`src/hdl/baro_sensor_compensation_assert.svh`:
```
// Assertion macros for the barometric compensation RTL.
`ifndef BARO_SENSOR_COMPENSATION_ASSERT_SVH
`define BARO_SENSOR_COMPENSATION_ASSERT_SVH

// A property that must hold at every clock edge outside reset.
`define BSC_ASSERT(label, clk, rst, prop, msg) \
   label: assert property (@(posedge clk) disable iff (rst) (prop)) else $error(msg);

// A property that must hold in the cycle after a condition is seen.
`define BSC_ASSERT_NEXT(label, clk, rst, cond, prop, msg) \
   label: assert property (@(posedge clk) disable iff (rst) (cond) |=> (prop)) \
      else $error(msg);

`endif

```
`src/hdl/bsc_pkg.sv`:
```
// Shared types, constants and helpers of the barometric compensation block.
package bsc_pkg;

   // Depth of the queue between the front and the back pipelines.
   localparam int QUEUE_DEPTH = 4;
   // Number of radix-2 divider stages, one quotient bit each.
   localparam int DIV_STAGES = 64;

   localparam logic [63:0] FINE_OFFSET = 64'd128000;
   localparam logic [20:0] PRESS_FULL  = 21'd1048576;
   localparam logic [63:0] PRESS_SCALE = 64'd3125;
   localparam logic [31:0] ROUND_TEMP  = 32'd128;
   localparam int          ONE_SHIFT   = 47;
   localparam int          P4_SHIFT    = 35;
   localparam logic [63:0] ONE_OFFSET  = 64'd1 << ONE_SHIFT;

   // Register indexes of the configuration port.
   typedef enum logic [2:0] {
      CSR_CAL_T1,
      CSR_CAL_T2,
      CSR_CAL_T3,
      CSR_CAL_P1,
      CSR_CAL_P2_P3,
      CSR_CAL_P4_P5,
      CSR_CAL_P6_P7,
      CSR_CAL_P8_P9
   } csr_index_type;

   // Calibration words as the datapath sees them.
   typedef struct packed {
      logic [15:0] t1;
      logic [15:0] t2;
      logic [15:0] t3;
      logic [15:0] p1;
      logic [15:0] p2;
      logic [15:0] p3;
      logic [15:0] p4;
      logic [15:0] p5;
      logic [15:0] p6;
      logic [15:0] p7;
      logic [15:0] p8;
      logic [15:0] p9;
   } cal_type;

   // Word handed from the front pipeline to the back pipeline.
   typedef struct packed {
      logic [31:0] temp;
      logic [63:0] num;
      logic [31:0] den;
   } q_word_type;

   // Word carried through each divider stage.
   typedef struct packed {
      logic        neg;
      logic        zdiv;
      logic [31:0] temp;
      logic [31:0] dsr;
      logic [31:0] rem;
      logic [63:0] nq;
   } div_word_type;

   // Sign extension of a 16-bit calibration word to the 64-bit datapath.
   function automatic logic [63:0] sext16(input logic [15:0] v);
      return {{48{v[15]}}, v};
   endfunction

endpackage

```
`src/hdl/bsc_queue.sv`:
```
// Short queue that parts the front pipeline from the back pipeline.
`include "baro_sensor_compensation_assert.svh"
module bsc_queue
   import bsc_pkg::*;
#(
   parameter int DEPTH = QUEUE_DEPTH
)
(
   input  logic       clock,
   input  logic       reset,
   input  logic       push,
   input  q_word_type push_word,
   output logic       full,
   input  logic       pop,
   output logic       empty,
   output q_word_type pop_word
);

   localparam int PTR_W = $clog2(DEPTH);
   localparam int CNT_W = $clog2(DEPTH + 1);

   q_word_type       entries_ff [DEPTH];
   logic [PTR_W-1:0] wr_ptr_ff;
   logic [PTR_W-1:0] wr_ptr_in;
   logic [PTR_W-1:0] rd_ptr_ff;
   logic [PTR_W-1:0] rd_ptr_in;
   logic [CNT_W-1:0] count_ff;
   logic [CNT_W-1:0] count_in;

   assign full     = (count_ff == CNT_W'(DEPTH));
   assign empty    = (count_ff == '0);
   assign pop_word = entries_ff[rd_ptr_ff];

   // Pointers wrap at the depth; the count follows pushes and pops.
   assign wr_ptr_in = !push ? wr_ptr_ff :
                      (wr_ptr_ff == PTR_W'(DEPTH - 1)) ? '0 : wr_ptr_ff + 1'b1;
   assign rd_ptr_in = !pop ? rd_ptr_ff :
                      (rd_ptr_ff == PTR_W'(DEPTH - 1)) ? '0 : rd_ptr_ff + 1'b1;
   assign count_in  = count_ff + CNT_W'(push) - CNT_W'(pop);

   always_ff @(posedge clock) begin
      if (reset) begin
         wr_ptr_ff <= '0;
         rd_ptr_ff <= '0;
         count_ff  <= '0;
      end else begin
         wr_ptr_ff <= wr_ptr_in;
         rd_ptr_ff <= rd_ptr_in;
         count_ff  <= count_in;
      end
   end

   // Storage for the queued words.
   always_ff @(posedge clock) begin
      if (push) begin
         entries_ff[wr_ptr_ff] <= push_word;
      end
   end

   `BSC_ASSERT(q_no_overflow, clock, reset, !(push && full), "word pushed into a full queue")
   `BSC_ASSERT(q_no_underflow, clock, reset, !(pop && empty), "word popped from an empty queue")
   `BSC_ASSERT(q_count_bound, clock, reset, count_ff <= CNT_W'(DEPTH), "queue count out of range")
   `BSC_ASSERT_NEXT(q_push_lands, clock, reset, push && !pop, !empty, "pushed word was lost")

endmodule

```
`config.mk`:
```
export PLATFORM = sky130hd
export DESIGN_NAME = bsc_queue
export DESIGN_NICKNAME = d
export VERILOG_FILES = /design/src/hdl/bsc_pkg.sv /design/src/hdl/bsc_queue.sv
export VERILOG_INCLUDE_DIRS = /design/src /design/src/hdl
export SDC_FILE = /design/constraint.sdc
export NUM_CORES = 1
export LEC_CHECK = 0
export ABC_AREA = 1
export BUFFER_PORTS_ARGS = -buffer_cell sky130_fd_sc_hd__buf_2
export CAP_MARGIN = 10
export CORE_MARGIN = 2
export CORE_UTILIZATION = 45
export CTS_BUF_LIST = sky130_fd_sc_hd__clkbuf_8 sky130_fd_sc_hd__clkbuf_16
export CTS_CLUSTER_SIZE = 10
export DETAILED_ROUTE_END_ITERATION = 10
export PLACE_DENSITY = 0.71
export SKIP_LAST_GASP = 1
export SLEW_MARGIN = 25
export SYNTH_ARGS = -nofsm -noshare
export SYNTH_HDL_FRONTEND = slang
export SYNTH_SLANG_ARGS = --single-unit
```
`constraint.sdc`:
```
create_clock -name clock -period 5.9 [get_ports clock]
set_input_delay 0.59 -clock clock [delete_from_list [all_inputs] [get_ports clock]]
set_output_delay 0.59 -clock clock [all_outputs]
set_load 0.01 [all_outputs]
```
==> results.json <==
{
  "vdd_drop_max_mv": 0.236,
  "synth.avg_cell_area_um2": 13.3,
  "min_to": "entries_ff[3][121]$_DFFE_PP_",
  "row_count": 78,
  "ys_ff_latch": 521,
  "globalplace.congestion": 0.747,
  "r2r-start": "wr_ptr_ff[0]$_SDFFE_PP0P_",
  "worst_ep_arrival_time_ns": 2.88,
  "fp.dieArea_mm2": 0.0476,
  "grt_util_met2_pct": 27.5,
  "antenna_found_initial": 10,
  "cts_setup_buffers": 0,
  "power_uw": 8250,
  "synthTopCellsByArea": "edfxtp_1, inv_1, nand2_1",
  "final_cell_mix": "edfxtp_1, inv_1, nand2_1",
  "clk_latency_ns": 0.59,
  "clock_skew_ns": 0.0155,
  "max_stage_delay_ns": 0.85,
  "r2r-end": "entries_ff[1][54]$_DFFE_PP_",
  "crit_path_end_kind": "output pin",
  "path_class": "reg2out",
  "final-setup-viol-count": 0,
  "wire_per_inst_um": 16.2,
  "drive_gt1_share_pct": 18.7,
  "dp_hpwl_mm": 21.8,
  "grt_util_met1_pct": 19.9,
  "ant_nets": 0,
  "drv_slew": 0,
  "grt_usage_pct": 16.3,
  "hold_viol_final": 0,
  "dr.pass1.iters": 5,
  "nets": 1935,
  "crit_chain": "buf_12 -> nand2_1 -> o211ai_1 -> nand2_1 -> buf_2",
  "rsz0062_at_grt": "false",
  "postSynthCellCount": 1552,
  "vias": 12000,
  "busiest_layer": "met2",
  "numCtsBuffers": 58,
  "cts.hold.buffers_added": 0,
  "cap_violations": 0,
  "dpl_cell_area_mm2": 0.0222,
  "post-synth-top-area-cell": "edfxtp_1",
  "grt_pass1_vias": 11500,
  "cts_max_level": 2,
  "leakagePower_uw": 0.00927,
  "core_mm2": 0.0453,
  "fin_tns_setup_ns": 0,
  "cellPowerDensity_mw_per_mm2": 347,
  "grt_pass1_wl_mm": 60.3,
  "portBuffers": 261,
  "gr-total-overflow": 0,
  "grtUsageMet3_pct": 4.41,
  "routed_wl_mm": 39.1,
  "post_cts_resized": 0,
  "cp_max_fo": 212,
  "hold-path-cell-count": 1,
  "io_pins": 262,
  "ys_seq_area_share_pct": 75.4,
  "vias_per_cell": 4.96,
  "dp_cells": 2335,
  "clk_pin_slew_ns": 0.05,
  "min_period_ns": 3.47,
  "final_common_cell": "edfxtp_1",
  "max_freq_mhz": 288,
  "fin_crit_sh_pct": 58.8,
  "status": "completed",
  "grt_max_degree": 221,
  "ys_warn_count": 0,
  "synth_cell_types": 19,
  "drt_iter0_markers": 821,
  "areaGrowthSynthToFinish_pct": 15.3,
  "cts_tree": "yes",
  "max-slew-margin-rel_pct": 31.6,
  "crit_top_cell": "nand2_1",
  "fin_cells": 2413,
  "die_x_um": 218,
  "fillCellCount": 3721,
  "cts_root_buf": "clkbuf_16",
  "synthesis.area_mm2": 0.0206,
  "cts.sinks": 521,
  "hold_start": "push_word[121]",
  "drcViolationCount": 0,
  "worst_r2r_path_depth": 4,
  "cts.path.max_buffers": 3,
  "critPathRequiredTime_ns": 5.31,
  "worst_hold_path_type": "in2reg",
  "slowest_stage": "dfxtp_4",
  "hold_slack_ns": 0.208,
  "die_h_um": 218,
  "synth_top_area_share_pct": 74.5,
  "synth_nets": 1692,
  "design_area_mm2": 0.0238,
  "worst_pin_slew_ns": 1.03,
  "ff2ff_setup_slack_ns": 3.32,
  "critPathLaunchType": "flip-flop",
  "start_util_pct": 45.6
}
==> where the power goes <==
part           switching (uW)  internal (uW)  total (uW)
Clock                    1280           1860        3140
Combinational             517            265         781
Sequential               66.1           4260        4330
Total                    1860           6380        8250
==> cells by family after synthesis <==
kind of cell               Yosys count  share of synthesized area, %
AOI/OAI and AO/OA                  388                          11.0
DFF                                521                          75.4
and+or+nand+nor                    277                          5.06
xor gates and xnor gates             1                        0.0424
buffers and inverters              357                          8.06
adders and majority gates            8                         0.521
==> synthesized netlist by cell type <==
master      n
buf_4      12
o21ai_0    19
nand2_1   265
o211ai_1  128
clkbuf_1    2
clkbuf_2    7
buf_2      35
dfxtp_1     9
nor3_1      2
ha_1        7
a21oi_1   131
nand3_1     1
buf_6      30
nor2_1      9
fa_1        1
edfxtp_1  512
xnor2_1     1
o21ai_1   110
inv_1     271
==> metal layers <==
metal / vias up / part of all wire (%)
met1: 5688 / 41
met5: - / 0.27
met3: 94 / 6.7
li1: 5867 / -
met4: 18 / 2.9
met2: 292 / 49
==> cell type report <==
cell class,count,area [um^2],share of cell area [%]
tap,600,751,3.15
multi-input combinational,674,3420,14.4
clock inverter,14,78.8,0.331
inverter,271,1040,4.36
clock buffer,62,1540,6.47
timing repair buffer,269,1400,5.90
antenna,2,5.00,0.0210
sequential,521,15600,65.4
==> worst max-delay path by stage <==
stage	cells past startpoint	slack, ns	from	end
3_3_place_gp	4	3.11	push	entries_ff[2][116]$_DFFE_PP_
4_1_cts	4	2.44	flip-flop	pop_word[43]
3_5_place_dp	4	3.10	flip-flop	pop_word[43]
5_1_grt	5	2.25	flip-flop	pop_word[67]
6_report	5	2.43	flip-flop	pop_word[73]
2_1_floorplan	3	2.14	push	entries_ff[3][0]$_DFFE_PP_
==> state kept, by name, summed over array words and instances, names as in the netlist, named ones only <==
signal and flops:
count_ff 3, entries_ff 512, rd_ptr_ff 2, wr_ptr_ff 2
==> critical path, delay by kind of cell (launching register included) <==
family	cells	cell delay, ns
AND/OR/NAND/NOR	2	0.25
buffers and inverters	2	0.69
flip-flops	1	0.85
AO/OA/AOI/OAI	1	0.12
==> metrics by stage <==
stage | util (%) | setup slack (ns)
final | 52.6 | 2.43
after global routing | 52.6 | 2.25
after CTS | 52.5 | 2.44
after detailed placement | 49.0 | 3.10
after global placement | 49.0 | 3.11
after floorplan | - | 2.14
Note: power is estimated with default switching activity, not from simulation.
